`config.mk`:
```
export PLATFORM = sky130hd
export DESIGN_NAME = rle_packbits_decoder_unit_flat
export DESIGN_NICKNAME = d
export VERILOG_FILES = /design/src/rpd_pkg.sv /design/src/rpd_if.sv /design/src/rle_packbits_decoder_unit.sv /design/src/rpd_ctrl.sv /design/src/rpd_datapath.sv /design/src/flat_wrapper.sv
export SDC_FILE = /design/constraint.sdc
export NUM_CORES = 1
export LEC_CHECK = 0
export BUFFER_PORTS_ARGS = -buffer_cell sky130_fd_sc_hd__buf_2
export CAP_MARGIN = 25
export CELL_PAD_IN_SITES_DETAIL_PLACEMENT = 2
export CELL_PAD_IN_SITES_GLOBAL_PLACEMENT = 2
export CORE_MARGIN = 4
export CORE_UTILIZATION = 38
export CTS_CLUSTER_DIAMETER = 40
export CTS_CLUSTER_SIZE = 25
export DETAILED_ROUTE_END_ITERATION = 12
export GPL_TIMING_DRIVEN = 0
export HOLD_SLACK_MARGIN = 0.02
export PLACE_DENSITY = 0.89
export REMOVE_ABC_BUFFERS = 1
export SLEW_MARGIN = 10
export SYNTH_ARGS = -nofsm -noshare
export SYNTH_HDL_FRONTEND = slang
export SYNTH_HIERARCHICAL = 1
export SYNTH_SLANG_ARGS = --single-unit
export TNS_END_PERCENT = 50
```
`constraint.sdc`:
```
create_clock -name clock -period 4.76 [get_ports clock]
set_input_delay 0.238 -clock clock [delete_from_list [all_inputs] [get_ports clock]]
set_output_delay 0.238 -clock clock [all_outputs]
set_load 0.02 [all_outputs]
```
`src/rpd_pkg.sv`:
```
// Shared types and constants for the PackBits-style run-length decoder.
// Used by the channel interfaces, the controller, the datapath and the checker.
package rpd_pkg;

   // Number of byte lanes carried by one decoded transaction on the result port.
   localparam int unsigned NUM_LANES = 4;
   // Requested lanes per result word; the result port carries four lanes.
   localparam int unsigned OUT_LANES = 4;
   // Lanes actually filled per full result word, limited to 1..NUM_LANES.
   localparam int unsigned LANES_USED =
      (OUT_LANES < 1) ? 1 : ((OUT_LANES > NUM_LANES) ? NUM_LANES : OUT_LANES);

   localparam int unsigned BYTE_W  = 8;
   localparam int unsigned COUNT_W = 3;

   // A header byte at or above this value opens a literal group.
   localparam logic [BYTE_W-1:0] HDR_SPLIT = 8'd128;

   localparam logic [COUNT_W-1:0] LANES_USED_C = COUNT_W'(LANES_USED);

   // Commands from the controller to the datapath.
   typedef struct packed {
      logic load_header;   // decode a header byte into the remaining count
      logic load_literal;  // pass one literal byte to the result register
      logic emit_word;     // emit one packed word of the current run
      logic use_input;     // the run byte comes from the input this cycle
   } rpd_cmd_type;

   // Status from the datapath to the controller.
   typedef struct packed {
      logic out_free;      // result register can take a word this cycle
      logic hdr_is_run;    // input byte, read as a header, announces a run
      logic rem_le_one;    // at most one literal byte left
      logic rem_le_lanes;  // the rest of the run fits in one word
   } rpd_sts_type;

endpackage

```
`src/rpd_if.sv`:
```
// Handshake channel interfaces for the run-length decoder: the encoded byte
// request channel and the decoded word response channel. Depends on rpd_pkg.
interface rpd_req_if;
   logic                         valid;
   logic                         ready;
   logic [rpd_pkg::BYTE_W-1:0]   code_byte;

   modport source (output valid, output code_byte, input ready);
   modport sink   (input valid, input code_byte, output ready);
endinterface

interface rpd_rsp_if;
   logic                         valid;
   logic                         ready;
   logic [rpd_pkg::BYTE_W-1:0]   byte_lane0;
   logic [rpd_pkg::BYTE_W-1:0]   byte_lane1;
   logic [rpd_pkg::BYTE_W-1:0]   byte_lane2;
   logic [rpd_pkg::BYTE_W-1:0]   byte_lane3;
   logic [rpd_pkg::COUNT_W-1:0]  lane_count;
   logic                         final_of_burst;

   modport source (output valid, output byte_lane0, output byte_lane1,
                   output byte_lane2, output byte_lane3, output lane_count,
                   output final_of_burst, input ready);
   modport sink   (input valid, input byte_lane0, input byte_lane1,
                   input byte_lane2, input byte_lane3, input lane_count,
                   input final_of_burst, output ready);
endinterface

```
`src/rle_packbits_decoder_unit.sv`:
```
// Top level of the PackBits-style run-length decoder.
// Depends on rpd_pkg, rpd_req_if, rpd_rsp_if, rpd_ctrl and rpd_datapath.
//
// The decoder takes one encoded byte per request transaction. A header byte
// below 128 announces a run of header+1 copies of the next byte; a header of
// 128 or more announces header-127 literal bytes that follow. Headers produce
// no response. Each literal byte produces one response with one valid lane.
// A run byte produces ceil(length/4) responses, all with four lanes except
// possibly the last, which alone carries final_of_burst. Lanes beyond
// lane_count read as zero. Header bytes are taken at one per cycle, literal
// and run bytes at one per cycle while the result register can take a word.
// After a run byte the request channel is held while the single result
// register issues the rest of the run, and while the response side stalls. If
// the stream stops in a group, the decoder waits in that phase for more bytes.
module rle_packbits_decoder_unit (
   input  logic      clock,
   input  logic      reset,
   rpd_req_if.sink   req_chan,
   rpd_rsp_if.source rsp_chan
);

   rpd_pkg::rpd_cmd_type            cmd;
   rpd_pkg::rpd_sts_type            sts;
   logic [rpd_pkg::BYTE_W-1:0]      lanes [rpd_pkg::NUM_LANES];

   // Phase controller.
   rpd_ctrl u_ctrl (
      .clock     (clock),
      .reset     (reset),
      .req_valid (req_chan.valid),
      .req_ready (req_chan.ready),
      .sts       (sts),
      .cmd       (cmd)
   );

   // Count, run byte and result register.
   rpd_datapath u_datapath (
      .clock          (clock),
      .reset          (reset),
      .code_byte      (req_chan.code_byte),
      .rsp_ready      (rsp_chan.ready),
      .cmd            (cmd),
      .sts            (sts),
      .rsp_valid      (rsp_chan.valid),
      .rsp_lane       (lanes),
      .rsp_lane_count (rsp_chan.lane_count),
      .rsp_final      (rsp_chan.final_of_burst)
   );

   // Spread the lanes over the response payload.
   assign rsp_chan.byte_lane0 = lanes[0];
   assign rsp_chan.byte_lane1 = lanes[1];
   assign rsp_chan.byte_lane2 = lanes[2];
   assign rsp_chan.byte_lane3 = lanes[3];

endmodule

```
`src/rpd_ctrl.sv`:
```
// Controller of the run-length decoder: tracks the stream phase, drives the
// request handshake and issues commands to the datapath. Depends on rpd_pkg.
module rpd_ctrl (
   input  logic                 clock,
   input  logic                 reset,
   input  logic                 req_valid,
   output logic                 req_ready,
   input  rpd_pkg::rpd_sts_type sts,
   output rpd_pkg::rpd_cmd_type cmd
);

   typedef enum logic [1:0] {
      ST_HEADER,
      ST_LITERAL,
      ST_RUN,
      ST_EMIT
   } state_type;

   state_type state_ff;
   state_type state_in;
   logic      req_accept;

   // Headers are taken at any time; payload bytes need room in the result register.
   always_comb begin
      unique case (state_ff)
         ST_HEADER:  req_ready = 1'b1;
         ST_LITERAL: req_ready = sts.out_free;
         ST_RUN:     req_ready = sts.out_free;
         ST_EMIT:    req_ready = 1'b0;
         default:    req_ready = 1'b0;
      endcase
   end

   assign req_accept = req_valid && req_ready;

   // Commands to the datapath.
   always_comb begin
      cmd.load_header  = req_accept && (state_ff == ST_HEADER);
      cmd.load_literal = req_accept && (state_ff == ST_LITERAL);
      cmd.use_input    = (state_ff == ST_RUN);
      cmd.emit_word    = (req_accept && (state_ff == ST_RUN)) ||
                         ((state_ff == ST_EMIT) && sts.out_free);
   end

   // Next phase.
   always_comb begin
      state_in = state_ff;
      unique case (state_ff)
         ST_HEADER: begin
            if (req_accept) begin
               state_in = sts.hdr_is_run ? ST_RUN : ST_LITERAL;
            end
         end
         ST_LITERAL: begin
            if (req_accept && sts.rem_le_one) begin
               state_in = ST_HEADER;
            end
         end
         ST_RUN: begin
            if (req_accept) begin
               state_in = sts.rem_le_lanes ? ST_HEADER : ST_EMIT;
            end
         end
         ST_EMIT: begin
            if (sts.out_free && sts.rem_le_lanes) begin
               state_in = ST_HEADER;
            end
         end
         default: state_in = ST_HEADER;
      endcase
   end

   // State register.
   always_ff @(posedge clock) begin
      if (reset) begin
         state_ff <= ST_HEADER;
      end else begin
         state_ff <= state_in;
      end
   end

endmodule

```
`src/rpd_datapath.sv`:
```
// Datapath of the run-length decoder: remaining count, held run byte and the
// result register with its lane packing. Depends on rpd_pkg.
module rpd_datapath (
   input  logic                          clock,
   input  logic                          reset,
   input  logic [rpd_pkg::BYTE_W-1:0]    code_byte,
   input  logic                          rsp_ready,
   input  rpd_pkg::rpd_cmd_type          cmd,
   output rpd_pkg::rpd_sts_type          sts,
   output logic                          rsp_valid,
   output logic [rpd_pkg::BYTE_W-1:0]    rsp_lane [rpd_pkg::NUM_LANES],
   output logic [rpd_pkg::COUNT_W-1:0]   rsp_lane_count,
   output logic                          rsp_final
);

   localparam int unsigned BW = rpd_pkg::BYTE_W;
   localparam int unsigned CW = rpd_pkg::COUNT_W;

   logic [BW-1:0] remaining_ff;
   logic [BW-1:0] remaining_in;
   logic [BW-1:0] run_byte_ff;
   logic [BW-1:0] run_byte_in;
   logic          out_valid_ff;
   logic          out_valid_in;
   logic [BW-1:0] out_lane_ff [rpd_pkg::NUM_LANES];
   logic [BW-1:0] out_lane_in [rpd_pkg::NUM_LANES];
   logic [CW-1:0] out_count_ff;
   logic [CW-1:0] out_count_in;
   logic          out_final_ff;
   logic          out_final_in;

   logic          load_word;
   logic [BW-1:0] word_byte;
   logic [CW-1:0] word_count;
   logic          word_final;

   // Status toward the controller.
   always_comb begin
      sts.out_free     = !out_valid_ff || rsp_ready;
      sts.hdr_is_run   = (code_byte < rpd_pkg::HDR_SPLIT);
      sts.rem_le_one   = (remaining_ff <= BW'(1));
      sts.rem_le_lanes = (remaining_ff <= BW'(rpd_pkg::LANES_USED_C));
   end

   // Pick the byte, count and end mark of the word to load.
   always_comb begin
      load_word  = cmd.load_literal || cmd.emit_word;
      word_byte  = (cmd.load_literal || cmd.use_input) ? code_byte : run_byte_ff;
      if (cmd.load_literal) begin
         word_count = CW'(1);
         word_final = 1'b1;
      end else if (sts.rem_le_lanes) begin
         word_count = remaining_ff[CW-1:0];
         word_final = 1'b1;
      end else begin
         word_count = rpd_pkg::LANES_USED_C;
         word_final = 1'b0;
      end
   end

   // Remaining count and held run byte.
   always_comb begin
      remaining_in = remaining_ff;
      run_byte_in  = run_byte_ff;
      if (cmd.load_header) begin
         if (sts.hdr_is_run) begin
            remaining_in = code_byte + BW'(1);
         end else begin
            remaining_in = code_byte - (rpd_pkg::HDR_SPLIT - BW'(1));
         end
      end else if (cmd.load_literal) begin
         remaining_in = remaining_ff - BW'(1);
      end else if (cmd.emit_word) begin
         remaining_in = remaining_ff - BW'(word_count);
      end
      if (cmd.emit_word && cmd.use_input) begin
         run_byte_in = code_byte;
      end
   end

   // Result register: load a packed word or drop the one just taken.
   always_comb begin
      out_valid_in = out_valid_ff;
      out_count_in = out_count_ff;
      out_final_in = out_final_ff;
      for (int j = 0; j < rpd_pkg::NUM_LANES; j++) begin
         out_lane_in[j] = out_lane_ff[j];
      end
      if (load_word) begin
         out_valid_in = 1'b1;
         out_count_in = word_count;
         out_final_in = word_final;
         for (int j = 0; j < rpd_pkg::NUM_LANES; j++) begin
            out_lane_in[j] = (CW'(j) < word_count) ? word_byte : '0;
         end
      end else if (rsp_ready) begin
         out_valid_in = 1'b0;
      end
   end

   // Control registers.
   always_ff @(posedge clock) begin
      if (reset) begin
         out_valid_ff <= 1'b0;
         remaining_ff <= '0;
      end else begin
         out_valid_ff <= out_valid_in;
         remaining_ff <= remaining_in;
      end
   end

   // Payload registers.
   always_ff @(posedge clock) begin
      run_byte_ff  <= run_byte_in;
      out_count_ff <= out_count_in;
      out_final_ff <= out_final_in;
      for (int j = 0; j < rpd_pkg::NUM_LANES; j++) begin
         out_lane_ff[j] <= out_lane_in[j];
      end
   end

   assign rsp_valid      = out_valid_ff;
   assign rsp_lane       = out_lane_ff;
   assign rsp_lane_count = out_count_ff;
   assign rsp_final      = out_final_ff;

endmodule

```
`src/flat_wrapper.sv`:
```
// flat-port wrapper written by rule: the top's interface ports become plain ports
module rle_packbits_decoder_unit_flat 
  (clock, reset, req_chan_valid, req_chan_code_byte, req_chan_ready, rsp_chan_valid, rsp_chan_byte_lane0, rsp_chan_byte_lane1, rsp_chan_byte_lane2, rsp_chan_byte_lane3, rsp_chan_lane_count, rsp_chan_final_of_burst, rsp_chan_ready);
  rpd_req_if req_chan_i ();
  rpd_rsp_if rsp_chan_i ();
  input  logic clock;
  input  logic reset;
  input wire logic [$bits(req_chan_i.valid)-1:0] req_chan_valid;
  input wire logic [$bits(req_chan_i.code_byte)-1:0] req_chan_code_byte;
  output wire logic [$bits(req_chan_i.ready)-1:0] req_chan_ready;
  output wire logic [$bits(rsp_chan_i.valid)-1:0] rsp_chan_valid;
  output wire logic [$bits(rsp_chan_i.byte_lane0)-1:0] rsp_chan_byte_lane0;
  output wire logic [$bits(rsp_chan_i.byte_lane1)-1:0] rsp_chan_byte_lane1;
  output wire logic [$bits(rsp_chan_i.byte_lane2)-1:0] rsp_chan_byte_lane2;
  output wire logic [$bits(rsp_chan_i.byte_lane3)-1:0] rsp_chan_byte_lane3;
  output wire logic [$bits(rsp_chan_i.lane_count)-1:0] rsp_chan_lane_count;
  output wire logic [$bits(rsp_chan_i.final_of_burst)-1:0] rsp_chan_final_of_burst;
  input wire logic [$bits(rsp_chan_i.ready)-1:0] rsp_chan_ready;
  assign req_chan_i.valid = req_chan_valid;
  assign req_chan_i.code_byte = req_chan_code_byte;
  assign req_chan_ready = req_chan_i.ready;
  assign rsp_chan_valid = rsp_chan_i.valid;
  assign rsp_chan_byte_lane0 = rsp_chan_i.byte_lane0;
  assign rsp_chan_byte_lane1 = rsp_chan_i.byte_lane1;
  assign rsp_chan_byte_lane2 = rsp_chan_i.byte_lane2;
  assign rsp_chan_byte_lane3 = rsp_chan_i.byte_lane3;
  assign rsp_chan_lane_count = rsp_chan_i.lane_count;
  assign rsp_chan_final_of_burst = rsp_chan_i.final_of_burst;
  assign rsp_chan_i.ready = rsp_chan_ready;
  rle_packbits_decoder_unit u_core (.clock(clock), .reset(reset), .req_chan(req_chan_i), .rsp_chan(rsp_chan_i));
endmodule
```
* Word-level counts from Yosys, hierarchy flattened *
Cells that the tools add are included.

storage, ports and cells
  output and inout port bits = 38
  word-level logic and storage cells = 64
  register bits = 55

operators by class
  reduce and logical (&&, ||, !) cells = 18
  muxes and demuxes = 18
  order comparisons = 7
  equal/unequal tests = 7
  add/sub/neg operators = 4

operators with widths
  cell                 number
  $mux 8               5
  $mux 2               6
  $add 8x1->8 const B  1
  $le 8x1->1 const B   1
  $le 8x3->1 const B   1
  $logic_and 1x1->1    8
  $lt 8x8->1 const B   1
  $pmux 2 s4           1
  $sub 8x1->8 const B  1
  $sub 8x3->8          1
  $sub 8x7->8 const B  1
  $lt 1x3->1 const A   2
  $lt 2x3->1 const A   2
  $mux 3               2
  $ne 2x1->1 const B   3
  $eq 2x2->1 const B   2
  $logic_or 1x1->1     4
  $reduce_and 4->1     1
  $mux 1               3
  $pmux 1 s3           1
  $reduce_bool 3->1    1
  $eq 2x1->1 const B   1
  $logic_not 2->1      1
  $ne 2x2->1 const B   1
  3 further kinds      3

* Longest topological paths before layout *
  word-level depth = 10
  depth in mapped cells = 13

* By module *
Netlist, hierarchy kept.

modules (own cells, without submodules)
  module        cells an instance  instances  area each (um2)
  rpd_datapath  204                1          2,404.8
  rpd_ctrl      32                 1          272.8

* Worst setup path before layout *
OpenSTA, ideal clock, no wires.

  path kind = register -> register
  from = register u_core.u_ctrl.state_ff[0]
  to = register u_core.u_datapath.remaining_ff[4]
  stages on the path, launching flop included = 13
  setup time = 0.122 ns
  data arrival time = 2.897 ns
  buffers on the path = 0
  required time = 4.638 ns
  setup slack = 1.741 ns
  path through = dfxtp_1 -> inv_1 -> ha_1 -> nand2b_1 -> o21a_1 -> and3_1 -> clkinv_1 -> nand3_1 -> inv_1 -> fa_1 -> a221oi_2 -> nor3_1 -> o311a_1

RTL lines
  what                      RTL line             RTL
  start: declaration        rpd_ctrl.sv:19       state_type state_ff;
  start signal: assignment  rpd_ctrl.sv:78       state_ff <= state_in;
  end signal: assignment    rpd_datapath.sv:108  remaining_ff <= remaining_in;
  end: declaration          rpd_datapath.sv:19   logic [BW-1:0] remaining_ff;

==> flow_metrics.env <==
export IMPL_status="completed"
export IMPL_setup_violations=0
export IMPL_clock_fmax_ghz=0.2542
export IMPL_hold_violations=0
export IMPL_syn_inst=236
export IMPL_synth_edff_count=44
export IMPL_post_cts_repair_setup_buffers=0
export IMPL_whs_path_depth=1
export IMPL_grt_first_pass_wirelength_um=13140
export IMPL_ys_warnings_count=6
export IMPL_final_cell_mix="buf_2, nor2_1, edfxtp_1"
export IMPL_remaining_drc_errors=0
export IMPL_cp_data_arrival_time_ns=4.14
export IMPL_grt_overflow_total=0
export IMPL_yosys_area_top_type="edfxtp_1"
export IMPL_syn_area_per_cell_um2=11.35
export IMPL_drive_above_1_share=0.2396
export IMPL_ys_types=54
export IMPL_setup_slack_ns=0.8267
export IMPL_clk_latency_ns=0.31
export IMPL_cts_hold_buf=0
export IMPL_rsz0062_at_grt="false"
export IMPL_clk_pin_slew_worst_paths_ns=0.10
export IMPL_dp_hpwl_um=6071
export IMPL_async_reset_ff_frac=0
export IMPL_die_h_um=91.94
export IMPL_wl_um=8468
export IMPL_drt_pass1_iter_count=4
export IMPL_yosysSeqAreaShare=0.5757
export IMPL_cts_sinks=55
export IMPL_reg2reg_slack_ns=0.83
export IMPL_timing_rr_start="u_core/u_ctrl/state_ff[0]$_SDFFE_PP0P_"
export IMPL_hp_start="req_chan_code_byte[7]"
export IMPL_syn_area_mm2=0.002678
export IMPL_htreeDepth=2
export IMPL_ys_seq_elements=55
export IMPL_hold_class="input port to flip-flop"
export IMPL_crit_fanout=13
export IMPL_area_delta_synth_final_pct=18.18
export IMPL_crit_required_ns=4.97
export IMPL_fin_setup_tns_ns=0
export IMPL_slew_viol_final=0
export IMPL_finalClockSkew_ns=0.007987
export IMPL_post_route_min_period_ns=3.933
export IMPL_maxCapViolCount=0
export IMPL_numCtsBuffers=5
export IMPL_cts_resized=0
export IMPL_drt_iter0_drc=171
export IMPL_place_port_buffers=49
export IMPL_vdd_ir_drop_max_v=0.0002180
export IMPL_dp_slack_ns=0.9625
export IMPL_reg2regPathDepth=12
export IMPL_worst_pin_slew_ns=0.7046
export IMPL_synthTopCellsByArea="edfxtp_1, dfxtp_1, nor2_1"
export IMPL_min_to="u_core/u_datapath/run_byte_ff[7]$_DFFE_PP_"
export IMPL_rows=30
export IMPL_synth_top_area_share=0.4935
export IMPL_cts_root_buf="clkbuf_8"
export IMPL_insertedDiodeCount=0
export IMPL_ant_nets=0
export IMPL_gp_congestion=0.8293
export IMPL_criticalPathCategory="flip-flop to flip-flop"
export IMPL_ios=50
export IMPL_final_cell_area_mm2=0.003164
export IMPL_grtUsageTotal=0.2051
export IMPL_nNetsFinal=310
export IMPL_timing_slew_headroom=0.5266
export IMPL_dieArea_mm2=0.008453
export IMPL_dpl_cell_area_mm2=0.003042
export IMPL_startpoint="u_core/u_ctrl/state_ff[0]$_SDFFE_PP0P_"
export IMPL_antenna_found_initial=0
export IMPL_clock_path_buffers=2
export IMPL_wl_per_cell_um=22.05
export IMPL_vias=2072
export IMPL_finalCritPeriodShare=0.8263
export IMPL_hold_worst_slack_ns=0.1351
export IMPL_synth_flop_cell="edfxtp_1"
export IMPL_final_util=0.4632
export IMPL_grt_max_degree=25
export IMPL_cts_tree="done"
export IMPL_r2r_end="u_core/u_datapath/remaining_ff[4]$_SDFFE_PP0P_"
export IMPL_core_area_mm2=0.006832
export IMPL_start_util=0.3919
export IMPL_final_common_cell="buf_2"
export IMPL_grt_pass1_vias=2279
export IMPL_viasPerCell=5.396
export IMPL_p_per_area_mw_per_mm2=793.5
export IMPL_worst_setup_path_end_kind="flip-flop"
export IMPL_fp_dieW_um=91.94
export IMPL_startpoint_type="flip-flop"
export IMPL_power_leakage_uw=0.001274
==> registers in the layout (all words and copies together) (netlist names) <==
| signal | flops |
|---|---|
| u_core/u_datapath/run_byte_ff | 8 |
| u_core/u_datapath/rsp_lane_count | 3 |
| u_core/u_ctrl/state_ff | 2 |
| u_core/u_datapath/rsp_valid | 1 |
| u_core/u_datapath/rsp_lane | 32 |
| u_core/u_datapath/rsp_final | 1 |
| u_core/u_datapath/remaining_ff | 8 |
==> report_power, final <==
part | switching, µW | internal (µW)
sequential | 95.8 | 784
combinational | 892 | 413
clock | 167 | 159
total | 1160 | 1360
==> worst max path at each step <==
stage	slack (ns)	to
2_1_floorplan	1.51	u_core/u_datapath/remaining_ff[4]$_SDFFE_PP0P_
3_3_place_gp	1.10	u_core/u_datapath/remaining_ff[4]$_SDFFE_PP0P_
3_5_place_dp	0.96	u_core/u_datapath/remaining_ff[4]$_SDFFE_PP0P_
4_1_cts	0.88	u_core/u_datapath/remaining_ff[4]$_SDFFE_PP0P_
5_1_grt	0.52	u_core/u_datapath/remaining_ff[4]$_SDFFE_PP0P_
6_report	0.83	u_core/u_datapath/remaining_ff[4]$_SDFFE_PP0P_
==> synth_stat cells (all sizes together), types with 3 or more instances <==
| library cell | instances |
|---|---|
| nor2 | 48 |
| edfxtp | 44 |
| inv | 13 |
| dfxtp | 11 |
| nand2 | 11 |
| ha | 10 |
| o21ai | 9 |
| mux2i | 8 |
| nor3 | 8 |
| clkbuf | 5 |
| a21o | 4 |
| a221oi | 4 |
| nand3 | 4 |
| a21oi | 3 |
| a31oi | 3 |
| and2 | 3 |
| nand2b | 3 |
| nor4 | 3 |
| o21a | 3 |
==> per-stage QoR <==
stage	std cells	total power [µW]
2_1_floorplan	229	1693
3_3_place_gp	374	2022
3_5_place_dp	375	2163
4_1_cts	383	2512
5_1_grt	384	2665
6_report	384	2511
==> cells by family (layout without fill, tap and decap cells) <==
family                   count (synthesis)  after routing  share of synthesized area
multiplexers                             8              8                    0.02991
buffers and inverters                   21             73                    0.03037
AND/OR/NAND/NOR                         95             95                     0.1743
adder cells (fa/ha/maj)                 11             11                    0.05421
XOR/XNOR                                 3              3                   0.009815
flip-flops                              55             55                     0.5757
AO/OA/AOI/OAI                           43             43                     0.1257
==> final cells by class <==
type                    count  area, µm²
clock buffers               5      68.82
repair buffers             51      280.3
flip-flops and latches     55       1541
multi-input cells         160       1055
inverters                  14      52.55
well taps                  96      120.1
fillers                   724       3667
clock inverters             3      46.29
==> per-layer routing <==
metal	global-route usage	wire length, µm
met2	0.3741	4447
met5	0	0
met4	0.08168	180
met1	0.2446	3616
met3	0.02297	223
==> critical path, stage by stage, from the launching register on <==
cell	delay [ns]
dfxtp_1	0.44
inv_1	0.16
ha_1	0.34
nand2b_1	0.13
o21a_1	0.15
and3_1	0.48
clkinv_1	0.39
nand3_1	0.24
inv_1	0.12
fa_1	0.49
a221oi_2	0.46
nor3_1	0.10
o311a_1	0.30
Power figures use the tool's default switching activity.
